===== config.mk =====
export PLATFORM = sky130hd
export DESIGN_NAME = wav_chunk_stream_parser_core
export DESIGN_NICKNAME = d
export VERILOG_FILES = /design/src/rtl/wcsp_pkg.sv /design/src/rtl/wcsp_parse.sv /design/src/rtl/wcsp_skid.sv /design/src/rtl/wav_chunk_stream_parser_core.sv
export SDC_FILE = /design/constraint.sdc
export NUM_CORES = 1
export LEC_CHECK = 0
export ABC_AREA = 1
export BUFFER_PORTS_ARGS = -buffer_cell sky130_fd_sc_hd__buf_4
export CORE_MARGIN = 2
export CORE_UTILIZATION = 40
export CTS_CLUSTER_SIZE = 24
export DETAILED_ROUTE_END_ITERATION = 8
export MAX_ROUTING_LAYER = met4
export PLACE_DENSITY = 0.59
export SETUP_SLACK_MARGIN = 0.2
export SYNTH_ARGS = -nofsm -noshare
export SYNTH_HDL_FRONTEND = slang
export SYNTH_SLANG_ARGS = --single-unit

===== constraint.sdc =====
create_clock -name clk_i -period 26.3 [get_ports clk_i]
set_input_delay 2.63 -clock clk_i [delete_from_list [all_inputs] [get_ports clk_i]]
set_output_delay 2.63 -clock clk_i [all_outputs]
set_load 0.1 [all_outputs]

===== src/rtl/wcsp_pkg.sv =====
package wcsp_pkg;

  typedef struct packed {
    logic [7:0] stream_byte;
    logic       end_of_input;
    logic       restart;
  } wcsp_in_t;

  typedef struct packed {
    logic [1:0]  result_kind;
    logic [7:0]  payload_byte;
    logic [15:0] channel_count;
    logic [31:0] rate_hz;
    logic [15:0] sample_bits;
    logic [15:0] format_tag;
    logic [31:0] payload_size;
    logic        fault_code;
    logic        final_item;
  } wcsp_out_t;

  localparam logic [31:0] ID_FMT  = 32'h2074_6D66;
  localparam logic [31:0] ID_DATA = 32'h6174_6164;

  localparam logic [31:0] FMT_BODY_BYTES = 32'd16;

  localparam logic [15:0] DEPTH_8  = 16'd8;
  localparam logic [15:0] DEPTH_16 = 16'd16;
  localparam logic [15:0] DEPTH_32 = 16'd32;

  localparam logic [1:0] KIND_FORMAT  = 2'd0;
  localparam logic [1:0] KIND_PAYLOAD = 2'd1;
  localparam logic [1:0] KIND_ERROR   = 2'd2;

  localparam logic FAULT_DEPTH = 1'b0;
  localparam logic FAULT_TRUNC = 1'b1;

endpackage


===== src/rtl/wcsp_parse.sv =====
module wcsp_parse (
  input  logic                clk_i,
  input  logic                rst_ni,
  input  logic                accept_i,
  input  wcsp_pkg::wcsp_in_t  word_i,
  output logic                res_valid_o,
  output wcsp_pkg::wcsp_out_t res_o
);
  import wcsp_pkg::*;

  typedef enum logic [3:0] {
    PH_FMT_ID     = 4'd0,
    PH_SKIPA_LEN  = 4'd1,
    PH_SKIPA_BODY = 4'd2,
    PH_FMT_LEN    = 4'd3,
    PH_FMT_FIELDS = 4'd4,
    PH_FMT_EXTRA  = 4'd5,
    PH_DATA_ID    = 4'd6,
    PH_SKIPB_LEN  = 4'd7,
    PH_SKIPB_BODY = 4'd8,
    PH_DATA_LEN   = 4'd9,
    PH_PAYLOAD    = 4'd10,
    PH_PAD        = 4'd11,
    PH_DONE       = 4'd12,
    PH_HALTED     = 4'd13
  } phase_e;

  phase_e      phase_q, phase_d;
  logic [3:0]  cnt_q, cnt_d;
  logic [31:0] shift_q, shift_d;
  logic [31:0] len_q, len_d;
  logic [15:0] chan_q, chan_d;
  logic [31:0] rate_q, rate_d;
  logic [15:0] depth_q, depth_d;
  logic [15:0] fmt_q, fmt_d;

  always_comb begin
    phase_e      ph;
    logic [3:0]  cnt;
    logic [31:0] sh;
    logic [31:0] cl;
    logic [15:0] chan;
    logic [31:0] rate;
    logic [15:0] depth;
    logic [15:0] fmt;
    logic [7:0]  b;
    logic [31:0] word;
    logic        word_done;
    logic [31:0] skip_len;
    logic        skip_pad;
    logic [31:0] cl_n;
    logic [3:0]  cnt_n;
    logic        emit;
    logic [1:0]  e_kind;
    logic [7:0]  e_data;
    logic [31:0] e_size;
    logic        e_fault;
    logic        e_last;

    ph    = word_i.restart ? PH_FMT_ID : phase_q;
    cnt   = word_i.restart ? 4'd0  : cnt_q;
    sh    = word_i.restart ? 32'd0 : shift_q;
    cl    = word_i.restart ? 32'd0 : len_q;
    chan  = word_i.restart ? 16'd0 : chan_q;
    rate  = word_i.restart ? 32'd0 : rate_q;
    depth = word_i.restart ? 16'd0 : depth_q;
    fmt   = word_i.restart ? 16'd0 : fmt_q;
    b     = word_i.stream_byte;

    word      = sh | ({24'd0, b} << {cnt[1:0], 3'b000});
    word_done = (cnt[1:0] == 2'd3);
    skip_len  = (cl > FMT_BODY_BYTES) ? (cl - FMT_BODY_BYTES) : 32'd0;
    skip_pad  = cl[0];
    cl_n      = (cl != 32'd0) ? (cl - 32'd1) : cl;
    cnt_n     = (cl != 32'd0) ? cnt : 4'd0;

    phase_d = ph;
    cnt_d   = cnt;
    shift_d = sh;
    len_d   = cl;
    chan_d  = chan;
    rate_d  = rate;
    depth_d = depth;
    fmt_d   = fmt;

    emit    = 1'b0;
    e_kind  = KIND_FORMAT;
    e_data  = 8'd0;
    e_size  = 32'd0;
    e_fault = 1'b0;
    e_last  = 1'b0;

    if (ph == PH_DONE || ph == PH_HALTED || ph > PH_HALTED) begin
      phase_d = ph;
    end else if (word_i.end_of_input) begin
      if (ph == PH_PAD) begin
        phase_d = PH_DONE;
      end else begin
        phase_d = PH_HALTED;
        emit    = 1'b1;
        e_kind  = KIND_ERROR;
        e_fault = FAULT_TRUNC;
        e_last  = 1'b1;
      end
    end else begin
      case (ph)
        PH_FMT_ID, PH_DATA_ID, PH_SKIPA_LEN, PH_SKIPB_LEN, PH_FMT_LEN, PH_DATA_LEN: begin
          if (!word_done) begin
            shift_d = word;
            cnt_d   = cnt + 4'd1;
          end else begin
            shift_d = 32'd0;
            cnt_d   = 4'd0;
            case (ph)
              PH_FMT_ID: begin
                phase_d = (word == ID_FMT) ? PH_FMT_LEN : PH_SKIPA_LEN;
              end
              PH_DATA_ID: begin
                phase_d = (word == ID_DATA) ? PH_DATA_LEN : PH_SKIPB_LEN;
              end
              PH_SKIPA_LEN: begin
                len_d   = word;
                cnt_d   = {3'd0, word[0]};
                phase_d = (word == 32'd0) ? PH_FMT_ID : PH_SKIPA_BODY;
              end
              PH_SKIPB_LEN: begin
                len_d   = word;
                cnt_d   = {3'd0, word[0]};
                phase_d = (word == 32'd0) ? PH_DATA_ID : PH_SKIPB_BODY;
              end
              PH_FMT_LEN: begin
                len_d   = word;
                phase_d = PH_FMT_FIELDS;
              end
              default: begin
                len_d   = word;
                shift_d = word;
                phase_d = (word == 32'd0) ? PH_DONE : PH_PAYLOAD;
                emit    = 1'b1;
                e_kind  = KIND_FORMAT;
                e_size  = word;
                e_last  = (word == 32'd0);
              end
            endcase
          end
        end

        PH_FMT_FIELDS: begin
          if (cnt < 4'd2) begin
            fmt_d = fmt | ({8'd0, b} << {cnt[0], 3'b000});
          end else if (cnt < 4'd4) begin
            chan_d = chan | ({8'd0, b} << {cnt[0], 3'b000});
          end else if (cnt < 4'd8) begin
            rate_d = rate | ({24'd0, b} << {cnt[1:0], 3'b000});
          end else if (cnt >= 4'd14) begin
            depth_d = depth | ({8'd0, b} << {cnt[0], 3'b000});
          end
          cnt_d = cnt + 4'd1;
          if (cnt == 4'd15) begin
            cnt_d = 4'd0;
            if (depth_d != DEPTH_8 && depth_d != DEPTH_16 && depth_d != DEPTH_32) begin
              phase_d = PH_HALTED;
              emit    = 1'b1;
              e_kind  = KIND_ERROR;
              e_fault = FAULT_DEPTH;
              e_last  = 1'b1;
            end else begin
              len_d   = skip_len;
              cnt_d   = {3'd0, skip_pad};
              phase_d = (skip_len == 32'd0 && !skip_pad) ? PH_DATA_ID : PH_FMT_EXTRA;
            end
          end
        end

        PH_SKIPA_BODY, PH_FMT_EXTRA, PH_SKIPB_BODY: begin
          len_d = cl_n;
          cnt_d = cnt_n;
          if (cl_n == 32'd0 && cnt_n == 4'd0) begin
            phase_d = (ph == PH_SKIPA_BODY) ? PH_FMT_ID : PH_DATA_ID;
          end
        end

        PH_PAYLOAD: begin
          len_d = cl - 32'd1;
          if (len_d == 32'd0) begin
            phase_d = sh[0] ? PH_PAD : PH_DONE;
          end
          emit   = 1'b1;
          e_kind = KIND_PAYLOAD;
          e_data = b;
          e_size = sh;
          e_last = (len_d == 32'd0);
        end

        PH_PAD: begin
          phase_d = PH_DONE;
        end

        default: begin
          phase_d = ph;
        end
      endcase
    end

    res_valid_o         = accept_i && emit;
    res_o.result_kind   = e_kind;
    res_o.payload_byte  = e_data;
    res_o.channel_count = (e_kind == KIND_ERROR) ? 16'd0 : chan;
    res_o.rate_hz       = (e_kind == KIND_ERROR) ? 32'd0 : rate;
    res_o.sample_bits   = (e_kind == KIND_ERROR) ? 16'd0 : depth;
    res_o.format_tag    = (e_kind == KIND_ERROR) ? 16'd0 : fmt;
    res_o.payload_size  = (e_kind == KIND_ERROR) ? 32'd0 : e_size;
    res_o.fault_code    = e_fault;
    res_o.final_item    = e_last;
  end

  always_ff @(posedge clk_i or negedge rst_ni) begin
    if (!rst_ni) begin
      phase_q <= PH_FMT_ID;
      cnt_q   <= 4'd0;
      shift_q <= 32'd0;
      len_q   <= 32'd0;
      chan_q  <= 16'd0;
      rate_q  <= 32'd0;
      depth_q <= 16'd0;
      fmt_q   <= 16'd0;
    end else if (accept_i) begin
      phase_q <= phase_d;
      cnt_q   <= cnt_d;
      shift_q <= shift_d;
      len_q   <= len_d;
      chan_q  <= chan_d;
      rate_q  <= rate_d;
      depth_q <= depth_d;
      fmt_q   <= fmt_d;
    end
  end

endmodule


===== src/rtl/wcsp_skid.sv =====
module wcsp_skid (
  input  logic                clk_i,
  input  logic                rst_ni,
  input  logic                in_valid_i,
  output logic                in_ready_o,
  input  wcsp_pkg::wcsp_out_t in_data_i,
  output logic                out_valid_o,
  input  logic                out_ready_i,
  output wcsp_pkg::wcsp_out_t out_data_o
);
  import wcsp_pkg::*;

  logic      main_valid_q, main_valid_d;
  logic      skid_valid_q, skid_valid_d;
  wcsp_out_t main_q, main_d;
  wcsp_out_t skid_q, skid_d;

  assign in_ready_o  = !skid_valid_q;
  assign out_valid_o = main_valid_q;
  assign out_data_o  = main_q;

  always_comb begin
    main_valid_d = main_valid_q;
    skid_valid_d = skid_valid_q;
    main_d       = main_q;
    skid_d       = skid_q;
    if (!main_valid_q || out_ready_i) begin
      if (skid_valid_q) begin
        main_valid_d = 1'b1;
        main_d       = skid_q;
        skid_valid_d = 1'b0;
      end else begin
        main_valid_d = in_valid_i;
        main_d       = in_data_i;
      end
    end else if (in_valid_i && in_ready_o) begin
      skid_valid_d = 1'b1;
      skid_d       = in_data_i;
    end
  end

  always_ff @(posedge clk_i or negedge rst_ni) begin
    if (!rst_ni) begin
      main_valid_q <= 1'b0;
      skid_valid_q <= 1'b0;
    end else begin
      main_valid_q <= main_valid_d;
      skid_valid_q <= skid_valid_d;
    end
  end

  always_ff @(posedge clk_i) begin
    main_q <= main_d;
    skid_q <= skid_d;
  end

endmodule


===== src/rtl/wav_chunk_stream_parser_core.sv =====
// Parses the chunk stream of a wave file that follows the 12-byte RIFF/WAVE header, one byte
// word per cycle, and produces a format record followed by the payload bytes of the data chunk,
// or an error word on a bad bit depth or an early end of stream. Each accepted word is handled
// by the parse state registers, and any result is registered into a two-entry output buffer,
// so a new word can be accepted every cycle; in_ready_o drops only when the output side has
// stalled long enough to fill both buffer entries.
module wav_chunk_stream_parser_core (
  input  logic                clk_i,
  input  logic                rst_ni,
  input  logic                in_valid_i,
  output logic                in_ready_o,
  input  wcsp_pkg::wcsp_in_t  in_data_i,
  output logic                out_valid_o,
  input  logic                out_ready_i,
  output wcsp_pkg::wcsp_out_t out_data_o
);
  import wcsp_pkg::*;

  logic      accept;
  logic      res_valid;
  wcsp_out_t res;

  assign accept = in_valid_i && in_ready_o;

  wcsp_parse u_parse (
    .clk_i       (clk_i),
    .rst_ni      (rst_ni),
    .accept_i    (accept),
    .word_i      (in_data_i),
    .res_valid_o (res_valid),
    .res_o       (res)
  );

  wcsp_skid u_skid (
    .clk_i       (clk_i),
    .rst_ni      (rst_ni),
    .in_valid_i  (res_valid),
    .in_ready_o  (in_ready_o),
    .in_data_i   (res),
    .out_valid_o (out_valid_o),
    .out_ready_i (out_ready_i),
    .out_data_o  (out_data_o)
  );

endmodule


# Word level (Yosys, flattened, before mapping)

Cells that the tools add are included.
Widths: inputs -> output; s select.

Register bits after elaboration: 402
Latch bits: 0
Memory bits (writable): 0
ROM bits: 0
Input bits: 14
Output and inout bits: 126
Logic and storage cells: 203
Memories: 0

Add/subtract/negate cells: 3
$mul: 0
Div/mod/pow operators: 0
Order comparisons: 6
Eq/ne operators: 21
Shift-type cells: 2
Muxes and demuxes: 110
Bitwise gates (word level): 6
Reductions and logical operators: 27

Operators by type and width:

| operator              | number |
|---|---|
| $mux 32               | 27 |
| $mux 16               | 25 |
| $logic_not 32->1      | 4 |
| $pmux 32 s4           | 1 |
| $mux 124              | 1 |
| $mux 4                | 16 |
| $or 32x32->32         | 2 |
| $pmux 32 s2           | 1 |
| $or 16x16->16         | 3 |
| $pmux 4 s5            | 2 |
| $eq 32x30->1 const B  | 1 |
| $eq 32x31->1 const B  | 1 |
| $gt 32x5->1 const B   | 1 |
| $reduce_bool 32->1    | 1 |
| $shl 8x5->32          | 1 |
| $sub 32x1->32 const B | 1 |
| $sub 32x5->32 const B | 1 |
| $eq 4x4->1 const B    | 7 |
| $mux 8                | 3 |
| $mux 1                | 19 |
| $eq 4x3->1 const B    | 4 |
| $mux 2                | 8 |
| $ne 16x4->1 const B   | 1 |
| $ne 16x5->1 const B   | 1 |
| other kinds (26)      | 43 |

# Logic depth before layout (Yosys ltp)

Depth after elaboration: 22
Depth in mapped cells: 27
Depth with buffers taken out: 23

# By module

A second synthesis with hierarchy kept.

Cell total of the unflattened synthesis: 2703
Area, all modules: 21754.6 um^2

By module, submodules not included:

| module                       | instances | cells each | area an instance (um^2) | sequential area each (um^2) |
|---|---|---|---|---|
| wcsp_parse                   | 1         | 2044       | 12643.4                 | 3803.6 |
| wcsp_skid                    | 1         | 657        | 9103.7                  | 7497.2 |
| wav_chunk_stream_parser_core | 1         | 2          | 7.5                     | 0.0 |

# Worst setup path before layout

Ideal clock, no wire load.

Path kind: in2reg
Start: input out_ready_i
End: register u_skid.skid_q[0] (netlist name) (enable)
Setup time: 0.609 ns
Arrival time: 11.014 ns
Data required time: 25.691 ns
Setup slack: 14.677 ns
Stages: 3
Path buffers: 0
Path through: inv_1 -> nand2_1 -> nor2_1

Cells in the longest elaborated chain, start to end: 3

Ends and longest elaborated chain:

| what                              | RTL line                           | text |
|---|---|---|
| start: declaration                | wav_chunk_stream_parser_core.sv:14 | `input logic out_ready_i,` |
| $logic_or 1x1->1                  | wcsp_skid.sv:27                    | `if (!main_valid_q \|\| out_ready_i) begin` |
| $not 1->1 (no source line)        | --                                 |  |
| $reduce_and 2->1 (no source line) | --                                 |  |
| end signal: assignment            | wcsp_skid.sv:54                    | `skid_q <= skid_d;` |
| end: declaration                  | wcsp_skid.sv:16                    | `wcsp_out_t skid_q, skid_d;` |

Every way passes these cells.
A chain may end at the register's enable or synchronous reset.

# Worst setup path in the final report

Start: input in_data_i[0] (netlist name)
End: register u_skid.skid_q[19] (netlist name) (enable)

Cells in the longest elaborated chain, start to end: 21
Elaborated cells on any way between the ends: 50

Ends and longest elaborated chain:

| what                                | RTL line                           | text |
|---|---|---|
| start: declaration                  | wav_chunk_stream_parser_core.sv:12 | `input wcsp_pkg::wcsp_in_t in_data_i,` |
| $mux 4                              | wcsp_parse.sv:61                   | `cnt = word_i.restart ? 4'd0 : cnt_q;` |
| $shl 8x4->16                        | wcsp_parse.sv:156                  | `depth_d = depth \| ({8'd0, b} << {cnt[0], 3'b000});` |
| $or 16x16->16                       | wcsp_parse.sv:156                  |  |
| $mux 16                             | wcsp_parse.sv:155                  | `end else if (cnt >= 4'd14) begin` |
| $mux 16                             | wcsp_parse.sv:153                  | `end else if (cnt < 4'd8) begin` |
| $mux 16                             | wcsp_parse.sv:151                  | `end else if (cnt < 4'd4) begin` |
| $mux 16                             | wcsp_parse.sv:149                  | `if (cnt < 4'd2) begin` |
| $mux 16                             | wcsp_parse.sv:106                  | `case (ph)` |
| [... 5 more ...]                    | --                                 |  |
| $mux 1                              | wcsp_parse.sv:161                  | `if (depth_d != DEPTH_8 && depth_d != DEPTH_16 && depth_d != DEPTH_32) begin` |
| $mux 1                              | wcsp_parse.sv:159                  | `if (cnt == 4'd15) begin` |
| $pmux 1 s3                          | wcsp_parse.sv:106                  |  |
| $mux 1                              | wcsp_parse.sv:95                   | `end else if (word_i.end_of_input) begin` |
| $mux 1 *                            | wcsp_parse.sv:93                   | `if (ph == PH_DONE \|\| ph == PH_HALTED \|\| ph > PH_HALTED) begin` |
| $logic_and 1x1->1 *                 | wcsp_parse.sv:205                  | `res_valid_o = accept_i && emit;` |
| $logic_and 1x1->1 *                 | wcsp_skid.sv:36                    | `end else if (in_valid_i && in_ready_o) begin` |
| $reduce_and 2->1 (no source line) * | --                                 |  |

Every way passes the cells marked *; elsewhere a longest branch is shown, timed or not. The select of a mux whose other input is x is not followed.

==> out/results.ini <==
[placement]
numPlacedInstances=3597
gp_congestion=1.06
hpwl_mm=57.5
numPortBuffers=139

[global_routing]
grt_first_pass_wirelength_mm=121
grtUsageTotal=0.286
grt_pass1_vias=19500
antenna_found_initial=1
gr-total-overflow=0
grt_max_degree=83

[route]
wirelength_mm=80.3
drt_iter0_markers=1837
num_vias=20200
drc_errors=0
wl_per_cell_um=21.8
viasPerCell=5.49
drt_pass1_iterations=8
drt.antenna.violating_nets=0

[power]
powerDensity_nw_per_um2=82.1
peakVddDrop_v=0.0000497
leakage_nw=11.4

[yosys]
synth_common_cells=nand2_1 (921), nor2_1 (278), inv_1 (277)
synthArstFlopShare=0.383
ys_seq_area_frac=0.506
yosys.area.top_type=edfxtp_1
syn_nets=2844
ys_types=51
synth_top_cells_by_area=edfxtp_1 (33%), dfrtp_1 (17%), nand2_1 (15%)
syn_inst=2823
synth_flop_cell=edfxtp_1
synth-edff-count=248
syn_area_um2=22300
ys_ff_latch=402
yosysMostFrequentCell=nand2_1
ys_warn_count=0
syn_area_per_cell_um2=7.91
synth_top_area_frac=0.334

[worst_hold_path]
worstHoldStart=u_parse.shift_q[28]$_DFFE_PN0P_
min_to=u_parse.shift_q[28]$_DFFE_PN0P_
min_path_type=flip-flop to flip-flop
holdPathStages=2

[worst_setup_path]
rr_startpoint=u_parse.cnt_q[1]$_DFFE_PN0P_
cp_data_arrival_time_ns=8.32
path_max_fanout=68
critPathLaunchType=input port
rr_worst_depth=17
endpoint_kind=flip-flop
rrSetupSlack_ns=21.68
worstSetupPathType=input port to flip-flop
required_ns=26.50
timing.rr.end=u_skid.skid_q[19]$_DFFE_PP_

[flow_run]
maxCapViolCount=0

[finish]
fillCellCount=5587
fin_nets=2918
multi_input_area_um2=9220
stdcell_count=3683
seq_area_um2=11300
syn2layout_area_growth_pct=13.5
drive_gt1_frac=0.117

[timing]
fin_tns_setup_ns=0
finalCriticalPeriod_ns=8.12
max-slew-margin-rel=0.127
grt_setup_unrepaired=no
skew_ns=0.0170
slew_viol_final=0
fmax_mhz=123
hold_violations=0
setup_viol=0
worst_pin_slew_ns=1.31
timing.final.crit_share=0.309

[clock_tree]
cts_sinks=402
postCtsSetupBuffers=0
cts_buffers=46
root_buffer=clkbuf_16
cts_tree=built
htree_levels=2
cts-resized-gates=0
cts_buffer_depth=3
cts_hold_buf=0
insertion_delay_ns=0.59
clk_pin_slew_worst_paths_ns=0.06

[floorplanning]
placeableCoreArea_um2=55100
initial_core_util=0.405
fp.dieW_um=240
boundaryPins=140
design.die.area_um2=57700
fp.dieH_um=240
std_cell_rows=86

[outcome]
status=complete, no violations

placed cells by master, fill, tap and decap left out, types with 10 or more instances in the layout:
cell         n
clkbuf_16   46
a21oi_1     88
dfrtp_1    153
clkbuf_1    13
nand4_1     33
inv_1      276
a31oi_1     38
o22ai_1     68
inv_2       12
edfxtp_1   248
nand2_2     29
nand2_1    919
o21ai_1     25
o21ai_0    196
o211ai_1    13
buf_4      161
xor2_1      10
nor2_4      13
nor2_1     276
nor3_1      79
nand3_1    105
nor2_2      19
state kept, by name, indices dropped and copies added, names as in the netlist, 4 cells and up:
| name | flops |
|---|---|
| u_parse.chan_q | 16 |
| u_parse.cnt_q | 4 |
| u_parse.depth_q | 16 |
| u_parse.fmt_q | 16 |
| u_parse.len_q | 32 |
| u_parse.phase_q | 4 |
| u_parse.rate_q | 32 |
| u_parse.shift_q | 32 |
| u_skid.out_data_o | 124 |
| u_skid.skid_q | 124 |
per-stage QoR:
step / util / area (um^2) / worst slack, ns / hold WS (ns) / total power, mW
2_1_floorplan: - / 22300 / 14.68 / 0.453 / 1.25
3_3_place_gp: 0.432 / 23800 / 17.82 / 0.470 / 1.43
6_report: 0.460 / 25300 / 18.18 / 0.493 / 2.08
5_1_grt: 0.460 / 25300 / 17.72 / 0.526 / 2.17
3_5_place_dp: 0.432 / 23800 / 17.68 / 0.477 / 1.43
4_1_cts: 0.460 / 25300 / 18.29 / 0.491 / 2.08
final cells by class:
cell class,instances,share of cell area
clock buffer,66,0.0512
multi-input combinational,1990,0.364
clock inverter,19,0.00880
timing repair buffer,162,0.0482
inverter,295,0.0439
antenna,1,0.0000988
sequential,402,0.447
tap,748,0.0370
logic make-up after synthesis:
family                     synth area share
AOI/OAI and AO/OA                     0.122
xor gates and xnor gates            0.00471
adders and majority gates           0.00392
buffers and inverters                0.0816
DFF                                   0.506
and+or+nand+nor                       0.282
worst max-delay path by stage:
stage / from / to / slack [ns] / depth (start not counted)
after detailed placement: in_data_i[0] / u_skid.skid_q[20]$_DFFE_PP_ / 17.68 / 20
after global placement: in_data_i[0] / u_skid.skid_q[1]$_DFFE_PP_ / 17.82 / 20
after global routing: in_data_i[0] / u_skid.skid_q[19]$_DFFE_PP_ / 17.72 / 20
after floorplan: out_ready_i / u_skid.skid_q[0]$_DFFE_PP_ / 14.68 / 3
final: in_data_i[0] / u_skid.skid_q[19]$_DFFE_PP_ / 18.18 / 20
after CTS: in_data_i[0] / u_skid.skid_q[20]$_DFFE_PP_ / 18.29 / 20
worst max-delay path, stage by stage:
cell	delay (ns)
buf_4	0.21
inv_4	0.65
buf_4	0.64
nand2_1	0.38
inv_1	0.40
ha_1	0.21
inv_1	0.04
nand2_1	0.07
nand2_2	0.13
inv_1	0.32
nand2_1	0.12
nand2_1	0.10
nor2_1	0.05
xnor2_1	0.13
nand3_1	0.31
nand2_1	0.25
nand3_1	0.12
nand4_1	0.18
nor2_4	0.40
buf_4	0.70
routing by layer:
metal,GRT usage,vias to the layer above,part of all wire,routed length [um]
met3,0.0341,188,0.058,4680
met4,0.130,0,0.050,3980
met1,0.357,9757,0.41,33000
li1,-,9486,-,-
met5,-,-,0,0
met2,0.467,802,0.48,38600
where the power goes:
part / leakage, nW / total, mW / internal [mW] / switching [mW]
logic: 6.09 / 0.662 / 0.135 / 0.527
clock network: 0.728 / 0.648 / 0.376 / 0.272
registers: 4.55 / 0.769 / 0.734 / 0.0346
total: 11.4 / 2.08 / 1.24 / 0.833
Note: power is estimated with default switching activity, not from simulation.
